## config.mk

```make
export PLATFORM = sky130hd
export DESIGN_NAME = priority_queue_quantum_scheduler
export DESIGN_NICKNAME = d
export VERILOG_FILES = /design/src/sv/pqqs_pkg.sv /design/src/sv/pqqs_front.sv /design/src/sv/pqqs_back.sv /design/src/sv/priority_queue_quantum_scheduler.sv
export SDC_FILE = /design/constraint.sdc
export NUM_CORES = 2
export LEC_CHECK = 0
export BUFFER_PORTS_ARGS = -buffer_cell sky130_fd_sc_hd__buf_2
export CORE_MARGIN = 3
export CORE_UTILIZATION = 35
export CTS_BUF_LIST = sky130_fd_sc_hd__clkbuf_8 sky130_fd_sc_hd__clkbuf_16
export CTS_CLUSTER_SIZE = 24
export DETAILED_ROUTE_END_ITERATION = 7
export PLACE_DENSITY = 0.57
export SYNTH_ARGS = -nofsm -noshare
export SYNTH_HDL_FRONTEND = slang
export SYNTH_SLANG_ARGS = --single-unit
```

## constraint.sdc

```tcl
create_clock -name clk -period 20.3 [get_ports clk]
set_input_delay 1.015 -clock clk [delete_from_list [all_inputs] [get_ports clk]]
set_output_delay 1.015 -clock clk [all_outputs]
set_load 0.005 [all_outputs]
```

## src/sv/pqqs_pkg.sv

```systemverilog
// Shared types and constants for the priority queue quantum scheduler.
`default_nettype none
package pqqs_pkg;
	localparam int LEVELS = 4;
	localparam int TASK_SLOTS = 64;
	localparam int LW = $clog2(LEVELS);
	localparam int IW = $clog2(TASK_SLOTS);
	localparam int FW = $clog2(TASK_SLOTS + 1);
	localparam int QW = 16;

	localparam logic CMD_ARRIVE = 1'b0;
	localparam logic CMD_TICK = 1'b1;

	localparam logic [1:0] ST_ADMIT = 2'd0;
	localparam logic [1:0] ST_REJECT = 2'd1;
	localparam logic [1:0] ST_RAN = 2'd2;
	localparam logic [1:0] ST_IDLE = 2'd3;

	localparam logic [0:0] REG_MODE = 1'b0;
	localparam logic [0:0] REG_CUTOFF = 1'b1;
	localparam logic [15:0] CUTOFF_RESET = 16'd99;

	typedef struct packed {
		logic cmd;
		logic [IW-1:0] id;
		logic [LW-1:0] lvl;
		logic [7:0] quanta;
	} req_t;

	typedef struct packed {
		logic [1:0] status;
		logic [IW-1:0] rid;
		logic first;
		logic fin;
		logic [QW-1:0] qidx;
	} rsp_t;
endpackage
`default_nettype wire

```

## src/sv/pqqs_front.sv

```systemverilog
// Input stage and request queue between the stream port and the scheduler core.
`default_nettype none
module pqqs_front (
	input wire logic clk,
	input wire logic arst_n,
	input wire logic in_valid,
	output logic in_ready,
	input wire pqqs_pkg::req_t in_req,
	output logic q_valid,
	input wire logic q_pop,
	output pqqs_pkg::req_t q_req
);
	pqqs_pkg::req_t mem_q [2];
	logic [0:0] wp_q, rp_q;
	logic [1:0] cnt_q;
	logic push;

	assign in_ready = (cnt_q != 2'd2);
	assign push = in_valid && in_ready;
	assign q_valid = (cnt_q != 2'd0);
	assign q_req = mem_q[rp_q];

	always_ff @(posedge clk) begin
		if (push) mem_q[wp_q] <= in_req;
	end

	always_ff @(posedge clk or negedge arst_n) begin
		if (!arst_n) begin
			wp_q <= '0;
			rp_q <= '0;
			cnt_q <= '0;
		end else begin
			if (push) wp_q <= wp_q + 1'b1;
			if (q_pop) rp_q <= rp_q + 1'b1;
			cnt_q <= cnt_q + {1'b0, push} - {1'b0, q_pop && q_valid};
		end
	end

	a_cnt_range: assert property (@(posedge clk) disable iff (!arst_n) cnt_q != 2'd3)
		else $error("queue count out of range");
	a_no_pop_empty: assert property (@(posedge clk) disable iff (!arst_n)
		q_pop |-> q_valid) else $error("pop of empty queue");
	a_full_stall: assert property (@(posedge clk) disable iff (!arst_n)
		(cnt_q == 2'd2) |-> !in_ready) else $error("ready while full");
endmodule
`default_nettype wire

```

## src/sv/pqqs_back.sv

```systemverilog
// Scheduler core: level FIFOs, per-task state, pick/run sequencer, output register.
`default_nettype none
module pqqs_back (
	input wire logic clk,
	input wire logic arst_n,
	input wire logic q_valid,
	output logic q_pop,
	input wire pqqs_pkg::req_t q_req,
	input wire logic mode,
	input wire logic [15:0] cutoff,
	output logic out_valid,
	input wire logic out_ready,
	output pqqs_pkg::rsp_t out_rsp
);
	localparam int LW = pqqs_pkg::LW;
	localparam int IW = pqqs_pkg::IW;
	localparam int FW = pqqs_pkg::FW;
	localparam int DEPTH = pqqs_pkg::LEVELS * pqqs_pkg::TASK_SLOTS;

	localparam logic [2:0] S_IDLE = 3'd0;
	localparam logic [2:0] S_PICK = 3'd1;
	localparam logic [2:0] S_HEAD = 3'd2;
	localparam logic [2:0] S_RUN = 3'd3;
	localparam logic [2:0] S_ROT = 3'd4;

	logic [2:0] state_q;
	logic [IW-1:0] fifo_q [DEPTH];
	logic [7:0] left_q [pqqs_pkg::TASK_SLOTS];
	logic [pqqs_pkg::TASK_SLOTS-1:0] ran_q;
	logic [IW-1:0] head_q [pqqs_pkg::LEVELS];
	logic [IW-1:0] tail_q [pqqs_pkg::LEVELS];
	logic [FW-1:0] fill_q [pqqs_pkg::LEVELS];
	logic [IW-1:0] cur_q;
	logic cur_v_q;
	logic [LW-1:0] cur_l_q;
	logic [15:0] qc_q;
	logic [IW-1:0] rd_q;
	logic [7:0] left_rd_q;
	pqqs_pkg::req_t req_q;
	logic ov_q;
	pqqs_pkg::rsp_t rsp_q;

	logic [LW-1:0] pick_l;
	logic pick_any;
	logic late;

	logic wr_en;
	logic [LW+IW-1:0] wr_addr;
	logic [IW-1:0] wr_data;
	logic lw_en;
	logic [IW-1:0] lw_addr;
	logic [7:0] lw_data;

	logic left_rd_q_ok;
	logic wait_q;

	always_comb begin
		pick_l = '0;
		pick_any = 1'b0;
		for (int i = pqqs_pkg::LEVELS - 1; i >= 0; i--) begin
			if (fill_q[i] != '0) begin
				pick_l = LW'(i);
				pick_any = 1'b1;
			end
		end
	end

	assign late = (qc_q > cutoff);
	assign q_pop = (state_q == S_IDLE) && q_valid && !ov_q;
	assign out_valid = ov_q;
	assign out_rsp = rsp_q;

	always_ff @(posedge clk) begin
		rd_q <= fifo_q[{pick_l, head_q[pick_l]}];
		if (wr_en) fifo_q[wr_addr] <= wr_data;
		if (lw_en) left_q[lw_addr] <= lw_data;
		left_rd_q <= left_q[cur_q];
	end

	always_comb begin
		wr_en = 1'b0;
		wr_addr = {req_q.lvl, tail_q[req_q.lvl]};
		wr_data = req_q.id;
		lw_en = 1'b0;
		lw_addr = req_q.id;
		lw_data = req_q.quanta;
		if (state_q == S_PICK && req_q.cmd == pqqs_pkg::CMD_ARRIVE
				&& !late && fill_q[req_q.lvl] != FW'(pqqs_pkg::TASK_SLOTS)) begin
			wr_en = 1'b1;
			lw_en = 1'b1;
		end
		if (state_q == S_RUN && left_rd_q_ok) begin
			lw_en = 1'b1;
			lw_addr = cur_q;
			lw_data = (left_rd_q <= 8'd1) ? 8'd0 : left_rd_q - 8'd1;
		end
		if (state_q == S_ROT) begin
			wr_en = 1'b1;
			wr_addr = {cur_l_q, tail_q[cur_l_q]};
			wr_data = cur_q;
		end
	end

	always_ff @(posedge clk or negedge arst_n) begin
		if (!arst_n) begin
			state_q <= S_IDLE;
			ran_q <= '0;
			cur_q <= '0;
			cur_v_q <= 1'b0;
			cur_l_q <= '0;
			qc_q <= '0;
			ov_q <= 1'b0;
			req_q <= '0;
			rsp_q <= '0;
			for (int i = 0; i < pqqs_pkg::LEVELS; i++) begin
				head_q[i] <= '0;
				tail_q[i] <= '0;
				fill_q[i] <= '0;
			end
		end else begin
			if (ov_q && out_ready) ov_q <= 1'b0;
			unique case (state_q)
				S_IDLE: begin
					if (q_pop) begin
						req_q <= q_req;
						state_q <= S_PICK;
					end
				end
				S_PICK: begin
					rsp_q.rid <= '0;
					rsp_q.first <= 1'b0;
					rsp_q.fin <= 1'b0;
					rsp_q.qidx <= qc_q;
					if (req_q.cmd == pqqs_pkg::CMD_ARRIVE) begin
						if (wr_en) begin
							tail_q[req_q.lvl] <= tail_q[req_q.lvl] + 1'b1;
							fill_q[req_q.lvl] <= fill_q[req_q.lvl] + 1'b1;
							ran_q[req_q.id] <= 1'b0;
							rsp_q.status <= pqqs_pkg::ST_ADMIT;
						end else begin
							rsp_q.status <= pqqs_pkg::ST_REJECT;
						end
						ov_q <= 1'b1;
						state_q <= S_IDLE;
					end else if (cur_v_q && fill_q[cur_l_q] != '0) begin
						state_q <= S_RUN;
					end else if (!pick_any) begin
						cur_v_q <= 1'b0;
						rsp_q.status <= pqqs_pkg::ST_IDLE;
						if (qc_q != 16'hFFFF) qc_q <= qc_q + 16'd1;
						ov_q <= 1'b1;
						state_q <= S_IDLE;
					end else begin
						cur_v_q <= 1'b0;
						cur_l_q <= pick_l;
						state_q <= S_HEAD;
					end
				end
				S_HEAD: begin
					// rd_q holds the head of level cur_l_q
					if (late && !ran_q[rd_q]) begin
						head_q[cur_l_q] <= head_q[cur_l_q] + 1'b1;
						fill_q[cur_l_q] <= fill_q[cur_l_q] - 1'b1;
						state_q <= S_PICK;
					end else begin
						cur_q <= rd_q;
						cur_v_q <= 1'b1;
						state_q <= S_RUN;
					end
				end
				S_RUN: begin
					// left_rd_q now holds quanta_left of cur_q
					if (left_rd_q_ok) begin
						rsp_q.status <= pqqs_pkg::ST_RAN;
						rsp_q.rid <= cur_q;
						rsp_q.first <= !ran_q[cur_q];
						ran_q[cur_q] <= 1'b1;
						rsp_q.fin <= (left_rd_q <= 8'd1);
						if (qc_q != 16'hFFFF) qc_q <= qc_q + 16'd1;
						if (left_rd_q <= 8'd1) begin
							head_q[cur_l_q] <= head_q[cur_l_q] + 1'b1;
							fill_q[cur_l_q] <= fill_q[cur_l_q] - 1'b1;
							cur_v_q <= 1'b0;
							ov_q <= 1'b1;
							state_q <= S_IDLE;
						end else if (mode) begin
							head_q[cur_l_q] <= head_q[cur_l_q] + 1'b1;
							cur_v_q <= 1'b0;
							state_q <= S_ROT;
						end else begin
							ov_q <= 1'b1;
							state_q <= S_IDLE;
						end
					end
				end
				S_ROT: begin
					tail_q[cur_l_q] <= tail_q[cur_l_q] + 1'b1;
					ov_q <= 1'b1;
					state_q <= S_IDLE;
				end
				default: state_q <= S_IDLE;
			endcase
		end
	end

	// left_rd_q is registered from cur_q; wait_q holds off the update until it reflects the settled cur_q
	always_ff @(posedge clk or negedge arst_n) begin
		if (!arst_n) wait_q <= 1'b0;
		else wait_q <= (state_q == S_RUN) && !wait_q;
	end
	assign left_rd_q_ok = wait_q;

	a_pop_only_idle: assert property (@(posedge clk) disable iff (!arst_n)
		q_pop |-> !ov_q) else $error("request taken while result pending");
	a_result_return: assert property (@(posedge clk) disable iff (!arst_n)
		(state_q == S_ROT) |=> (ov_q && state_q == S_IDLE)) else $error("rotate lost");
	a_cur_level_nonempty: assert property (@(posedge clk) disable iff (!arst_n)
		(state_q == S_HEAD) |-> (fill_q[cur_l_q] != '0)) else $error("head of empty level");
endmodule
`default_nettype wire

```

## src/sv/priority_queue_quantum_scheduler.sv

```systemverilog
// Top level: stream ports, APB registers, front queue and scheduler core.
// Requests pass through the pick/read/update sequencer in the core, which handles
// one request at a time and waits for its result to leave: an arrival is admitted
// or rejected in S_PICK; a tick picks a level, reads its head, discards never-run
// tasks past the cutoff, runs one quantum of the current task and, in preempt mode,
// rotates it to the tail of its level. A two-entry queue in front accepts requests
// while the core works or a result waits.
`default_nettype none
module priority_queue_quantum_scheduler (
	input wire logic clk,
	input wire logic arst_n,
	input wire logic s_tvalid,
	output logic s_tready,
	input wire logic [15:0] s_tdata, // task_id[5:0], task_level[7:6], task_quanta[15:8]
	input wire logic s_tuser, // command
	output logic m_tvalid,
	input wire logic m_tready,
	output logic [31:0] m_tdata, // status, running_id, first_run, finished, quantum_index
	input wire logic psel,
	input wire logic penable,
	input wire logic pwrite,
	input wire logic [2:0] paddr,
	input wire logic [31:0] pwdata,
	output logic [31:0] prdata,
	output logic pready
);
	pqqs_pkg::req_t in_req, q_req;
	pqqs_pkg::rsp_t rsp;
	logic q_valid, q_pop;
	logic mode_q;
	logic [15:0] cutoff_q;

	assign in_req.cmd = s_tuser;
	assign in_req.id = s_tdata[5:0];
	assign in_req.lvl = s_tdata[7:6];
	assign in_req.quanta = s_tdata[15:8];
	assign pready = 1'b1;

	always_ff @(posedge clk or negedge arst_n) begin
		if (!arst_n) begin
			mode_q <= 1'b0;
			cutoff_q <= pqqs_pkg::CUTOFF_RESET;
		end else if (psel && penable && pwrite && paddr[1:0] == 2'b00) begin
			if (paddr[2] == pqqs_pkg::REG_MODE) mode_q <= pwdata[0];
			else cutoff_q <= pwdata[15:0];
		end
	end

	always_comb begin
		prdata = '0;
		if (paddr[2] == pqqs_pkg::REG_CUTOFF) prdata = {16'd0, cutoff_q};
		else prdata = {31'd0, mode_q};
	end

	pqqs_front u_front (
		.clk(clk), .arst_n(arst_n), .in_valid(s_tvalid), .in_ready(s_tready),
		.in_req(in_req), .q_valid(q_valid), .q_pop(q_pop), .q_req(q_req)
	);

	pqqs_back u_back (
		.clk(clk), .arst_n(arst_n), .q_valid(q_valid), .q_pop(q_pop), .q_req(q_req),
		.mode(mode_q), .cutoff(cutoff_q), .out_valid(m_tvalid), .out_ready(m_tready),
		.out_rsp(rsp)
	);

	assign m_tdata = {6'd0, rsp.qidx, rsp.fin, rsp.first, rsp.rid, rsp.status};
endmodule
`default_nettype wire

```

=== Yosys cells after proc, flatten, opt, wreduce, memory -nomap -nowiden ===
Memories as Yosys holds them, arrays and structs flattened. A register that Yosys moved wholly into a read port is not among the register bits.
Cells that the tools add are included.

* Bits in latches: 0
* Register bits after elaboration: 217
* Logic and storage cells: 253
* ROM bits: 0
* Memories: 3
* Output and inout bits: 67
* Bits of input ports: 59
* RAM bits: 2082

{| class="wikitable"
|+ Memories
! memory !! depth !! bits a word !! read ports !! clocked after Yosys merged registers in !! write ports !! RTL line !! source
|-
| u_back.fifo_q || 256 || 6 || 1 || 1 || 1 || pqqs_back.sv:27 || <nowiki>logic [IW-1:0] fifo_q [DEPTH];</nowiki>
|-
| u_back.left_q || 64 || 8 || 1 || 1 || 1 || pqqs_back.sv:28 || <nowiki>logic [7:0] left_q [pqqs_pkg::TASK_SLOTS];</nowiki>
|-
| u_front.mem_q || 2 || 17 || 1 || 1 || 1 || pqqs_front.sv:13 || <nowiki>pqqs_pkg::req_t mem_q [2];</nowiki>
|}

* Bitwise logic cells: 10
* Equal/unequal tests: 20
* Div/mod/pow operators: 0
* Shifts and indexed selects: 0
* Mux-type cells: 116
* $lt $le $gt $ge: 12
* Reductions and logical operators: 51
* Add/subtract/negate cells: 11
* Multiply operators: 0

{| class="wikitable"
|+ Operators by type and width
! operator !! number
|-
| $mux 64 || 3
|-
| $mux 24 || 6
|-
| $mux 28 || 5
|-
| $pmux 64 s2 || 1
|-
| $mux 16 || 6
|-
| $pmux 24 s2 || 2
|-
| $pmux 28 s3 || 1
|-
| $bwmux 24 || 3
|-
| $mux 6 || 12
|-
| $and 64x64->64 || 1
|-
| $not 64->64 || 1
|-
| $or 64x64->64 || 1
|-
| $bwmux 28 || 2
|-
| $bmux 6 s2 || 4
|-
| $mux 7 || 6
|-
| $reduce_bool 7->1 || 5
|-
| $pmux 16 s2 || 1
|-
| $mux 1 || 31
|-
| $bmux 7 s2 || 2
|-
| $demux 7 s2 || 2
|-
| $demux 6 s2 || 2
|-
| $mux 8 || 3
|-
| $lt 6x7->1 const B || 3
|-
| $pmux 10 s2 || 1
|-
| other kinds (42) || 116
|}

=== Depth between registers and ports, before layout ===
* Word-level depth: 11
* Mapped depth: 15
* Mapped depth without buffers: 13

=== Modules after synthesis ===
A second synthesis with hierarchy kept.

* Cell total of the unflattened synthesis: 5929
* Area, all modules: 95061.2 µm²

{| class="wikitable"
|+ By module, submodules not included
! module !! cells an instance !! area an instance (µm²) !! instances
|-
| pqqs_back || 5775 || 92657.6 || 1
|-
| pqqs_front || 74 || 1440.1 || 1
|-
| priority_queue_quantum_scheduler || 80 || 963.4 || 1
|}

=== Worst setup path before layout ===
No wires, ideal clock.

* Path type: register -> register
* From: register u_back.state_q[0]
* To: memory u_back.fifo_q[0][0] in the netlist's numbering (data pin)
* Clock period less this slack: 13.328 ns
* Cell stages (with the launch flop): 7
* Arrival: 11.139 ns
* Setup slack: 6.972 ns
* Required time: 18.111 ns
* Library setup time: 2.189 ns
* Path through: dfrtp_1 clkbuf_1 nor2_1 and2_1 clkbuf_1 clkbuf_1 o21ai_0

* Word-level cells in the longest chain between the ends: 2

{| class="wikitable"
|+ Ends and longest elaborated chain
! element !! RTL line !! source
|-
| start, declared || pqqs_back.sv:26 || <nowiki>logic [2:0] state_q;</nowiki>
|-
| start signal, assigned || pqqs_back.sv:106 || <nowiki>state_q <= S_IDLE;</nowiki>
|-
| start signal, assigned || pqqs_back.sv:126 || <nowiki>state_q <= S_PICK;</nowiki>
|-
| start signal, assigned || pqqs_back.sv:144 || <nowiki>state_q <= S_IDLE;</nowiki>
|-
| $eq 3x3->1 || pqqs_back.sv:97 || <nowiki>if (state_q == S_ROT) begin</nowiki>
|-
| $mux 6 || pqqs_back.sv:97 ||
|-
| net u_back.wr_data[0] || pqqs_back.sv:49 || <nowiki>logic [IW-1:0] wr_data;</nowiki>
|-
| end, declared || pqqs_back.sv:27 ||
|}

The timed path passes the listed nets, and every way through them passes these cells.

=== Final worst setup path ===
* From: register u_back.fill_q[23] in the netlist's numbering
* To: register u_back.rd_q[1] (read register of u_back.fifo_q)

* Word-level cells in the longest chain between the ends: 6

{| class="wikitable"
|+ Ends and longest elaborated chain
! element !! RTL line !! source
|-
| start, declared || pqqs_back.sv:32 || <nowiki>logic [FW-1:0] fill_q [pqqs_pkg::LEVELS];</nowiki>
|-
| start signal, assigned by index || pqqs_back.sv:137 || <nowiki>fill_q[req_q.lvl] <= fill_q[req_q.lvl] + 1'b1;</nowiki>
|-
| start signal, assigned by index || pqqs_back.sv:163 || <nowiki>fill_q[cur_l_q] <= fill_q[cur_l_q] - 1'b1;</nowiki>
|-
| start signal, assigned by index || pqqs_back.sv:182 || <nowiki>fill_q[cur_l_q] <= fill_q[cur_l_q] - 1'b1;</nowiki>
|-
| $reduce_bool 7->1 (*) || pqqs_back.sv:61 || <nowiki>if (fill_q[i] != '0) begin</nowiki>
|-
| $mux 2 (*) || pqqs_back.sv:61 ||
|-
| $not 2->3 (not written as such) || pqqs_back.sv:74 || <nowiki>rd_q <= fifo_q[{pick_l, head_q[pick_l]}];</nowiki>
|-
| $bmux 6 s2 || pqqs_back.sv:74 ||
|-
| $mux 6 (not written as such) (2 in series) || pqqs_back.sv:74 ||
|-
| end, declared || pqqs_back.sv:37 || <nowiki>logic [IW-1:0] rd_q;</nowiki>
|}

Mark *: on every way between the ends. The rest lies on a longest branch, timed or not. The select of a mux whose other input is x is not followed.
A chain may end at the register's enable or synchronous reset.

==> reports/metrics.cfg <==
[run_status]
status=finished clean

[cells_and_area]
n_fill_cell=25110
area_delta_synth_final_pct=12.70
final_cell_mix=edfxtp_1, nand2_1, nand3_1
fin_nets=7240
fin_area_sq_mm=0.1074
layout_commonest_cell=edfxtp_1
drive_gt1_share_pct=10.03

[floorplan]
num_rows=190
io_pins=126
start_util_pct=35.37
fp.dieArea_sq_mm=0.2787
core_sq_mm=0.2696
die_w_um=527.9
die_y_um=527.9

[yosys]
avgSynthCellArea_sq_um=13.35
synth-compound-area-share_pct=8.404
ys_seq_area_share_pct=72.02
synthAdderAreaFrac_pct=0.3675
syn_area_sq_mm=0.09534
yosys.cell_types.count=83
synthMuxAreaShare_pct=3.553
synth_edf_count=2082
synth_xor_area_share_pct=0.4685
postSynth.topFlopCell=edfxtp_1
syn_inst=7141
synth_seq_cells=2330
async_flop_share_pct=10.04
synth_top_family_by_area=simple AND/OR/NAND/NOR gates
synth_warnings=0
synth-simple-area-share_pct=12.77

[timing]
setup_viol=0
rsz0062_at_grt=no
hold_violations=0
setup_tns_ns=0
maxSlewHeadroom_pct=10.12
period_minus_slack_ns=8.294
finalCritPeriodShare_pct=40.86
finalClockSkew_ns=0.1084
worst_pin_slew_ns=1.340
fmax_mhz=120.6
drv_slew=0

[placed_design]
dp_hpwl_um=152200
gp_congestion=0.8385
placed_cell_area_sq_mm=0.09958
port_buffers=86

[global_route]
antenna_found_initial=3
grt_max_degree=208
grt.total_usage_pct=18.60
grt-ovfl-total=0
first_global_vias=59080
grt_pass1_wl_um=395000

[detailed_routing]
dr.pass1.iters=7
vias=60870
post_drt_wl_per_cell_um=24.51
wl_um=267500
vias_per_cell=5.578
drt_iter0_drc=7183
drcViolationCount=0
ant_nets=0

[clocking]
path_clk_slew_ns=0.06
cts_htree_levels=4
holdBufCountCts=0
cts_tree=built
ctsRootBufferMaster=clkbuf_16
cts_setup_buffers=0
numCtsBuffers=234
cts_resized=0
clk_path_buf_depth=3
clk_latency_ns=0.92
numClockSinks=2330

[pwr]
netSwitchingPower_mw=7.353
finalPower_mw=17.83
p_leak_nw=36.31
pwr-share-clk_pct=24.4
vdd_drop_max_v=0.0002147
combPwrFrac_pct=40.1
internal_power_mw=10.48
sw_frac_of_total_pct=41.24
p_seq_share_pct=35.5
power_density_mw_per_mm2=165.9

[worst_setup_path]
crit_path_end_kind=register
cp_num_buf_inv=4
required_ns=20.96
slowest_stage=a211oi_1
crit_path_start_kind=register
cp_slowest_stage_delay_ns=1.10
worstPathCellList=or4_1, a211oi_1, a22o_1, o31a_2, buf_4, buf_4, buf_4, buf_4, nand2_1, and3_1, a311oi_1, a31oi_1, a31oi_1, nor4_1, nor4_1
cpMostUsedCell=buf_4
path_max_fanout=63
crit_type=reg2reg
critical_path_arrival_ns=8.96
cp_top_family=compound AO/OA/AOI/OAI gates

[run]
cap_viol_max_count=0

[worst_hold_path]
hold_path_class=in2async

## registers in the layout, indices dropped and copies added (netlist names), 2 cells and up
signal / count
cutoff_q: 16
u_back.state_q: 3
u_back.cur_q: 6
u_back.fifo_q: 1536
u_back.left_rd_q: 8
u_back.out_rsp: 26
u_back.qc_q: 16
u_back.rd_q: 6
u_back.tail_q: 24
u_back.fill_q: 28
u_front.mem_q: 34
u_back.left_q: 512
u_back.head_q: 24
u_back.cur_l_q: 2
u_back.ran_q: 64
u_front.cnt_q: 2
u_back.req_q: 17
## cells in the mapped netlist (7+ instances only)
library cell,instances,share of area (%)
a311oi_1,70,0.64
and3_1,80,0.52
mux2_2,55,0.65
mux4_2,62,1.5
xor2_1,14,0.13
or3_1,7,0.046
nor3b_1,8,0.063
nor2b_1,16,0.10
a211oi_1,15,0.12
o21ai_0,44,0.23
nor3_1,46,0.24
nand2b_1,15,0.098
and2_1,25,0.16
ha_1,28,0.37
mux2i_1,137,1.4
a21oi_1,332,1.7
nor4_1,40,0.26
edfxtp_1,2082,66
a22oi_1,223,1.8
clkbuf_1,179,0.70
nand4_1,67,0.44
a21o_1,8,0.063
o211ai_1,15,0.12
nand3b_1,7,0.055
a32oi_1,8,0.073
buf_2,189,0.99
a2111oi_0,10,0.092
xnor2_1,37,0.34
inv_1,39,0.15
a221oi_1,95,0.87
dfxtp_1,14,0.29
a31oi_1,101,0.66
nand2_1,1490,5.9
a22o_1,92,0.85
nand3_1,566,3.0
buf_1,57,0.22
buf_4,38,0.30
a221o_1,9,0.094
dfrtp_1,230,6.0
o22ai_1,56,0.37
nor2_1,430,1.7
a41oi_1,11,0.10
## worst paths after layout
| path | from | end | slack, ns | depth (start not counted) |
|---|---|---|---|---|
| max in group asynchronous | arst_n | u_back.fill_q[2] | 17.97 | 3 |
| max reg2reg | u_back.fill_q[23] | u_back.rd_q[1] | 12.01 | 15 |
| min in group clk | s_tdata[12] | u_front.mem_q[0][4] | 0.31 | 1 |
| min reg2reg | u_back.out_rsp[1] | u_back.out_rsp[1] | 0.48 | 2 |
| min | arst_n | u_back.req_q[2] | 0.17 | 1 |
| max | u_back.fill_q[23] | u_back.rd_q[1] | 12.01 | 15 |
## per-stage QoR
stage                     std cells  utilization (%)  setup WS [ns]  hold WS (ns)
after global routing          10910            39.85          11.94        0.2621
final                         10910            39.86          12.01        0.1690
after global placement        10470            36.94          12.30        0.4628
after detailed placement      10470            36.94          12.21        0.4614
after CTS                     10910            39.85          12.13        0.2010
after floorplan                7162                -          6.972        0.4573
## power groups by stage
stage	combinational, mW	sequential, mW	clock, mW
after detailed placement	7.13	6.41	0
final	7.15	6.32	4.35
after global routing	7.72	6.34	4.62
after floorplan	4.59	6.49	0
after global placement	7.03	6.40	0
after CTS	7.15	6.31	4.43
## metal layers
metal  GRT usage [%]  vias to the layer above  share of wire [%]
li1                -                    26940                  -
met1           26.06                    30940                 43
met2           29.81                     2560                 47
met3           2.788                      432                7.5
met4           5.851                        0                2.8
met5               0                        -                  0
## worst reg2reg max path, delay by kind of cell (launching register included)
kind	cells	cell delay [ns]
flops	1	0.44
simple gates	5	1.77
buf+inv	4	2.90
compound gates	6	2.94
## area by class of cell
cell class                 count  area, sq um  area share [%]
clock inverter               204         1944           1.810
antenna                        2        5.005        0.004658
sequential                  2330        68660           63.91
tap                         3552         4444           4.136
multi-input combinational   4326        24770           23.06
timing repair buffer         221         1554           1.446
inverter                      40        150.1          0.1397
clock buffer                 238         5911           5.501
## logic make-up (layout without fill, tap and decap cells)
kind of cell / Yosys count / count (layout)
AOI/OAI and AO/OA: 1150 / 1150
xor gates and xnor gates: 51 / 51
adders and majority gates: 28 / 28
buffers and inverters: 506 / 703
DFF: 2330 / 2330
muxes: 254 / 254
other: 2 / 25
and+or+nand+nor: 2820 / 2820
Note: power is estimated with default switching activity, not from simulation.
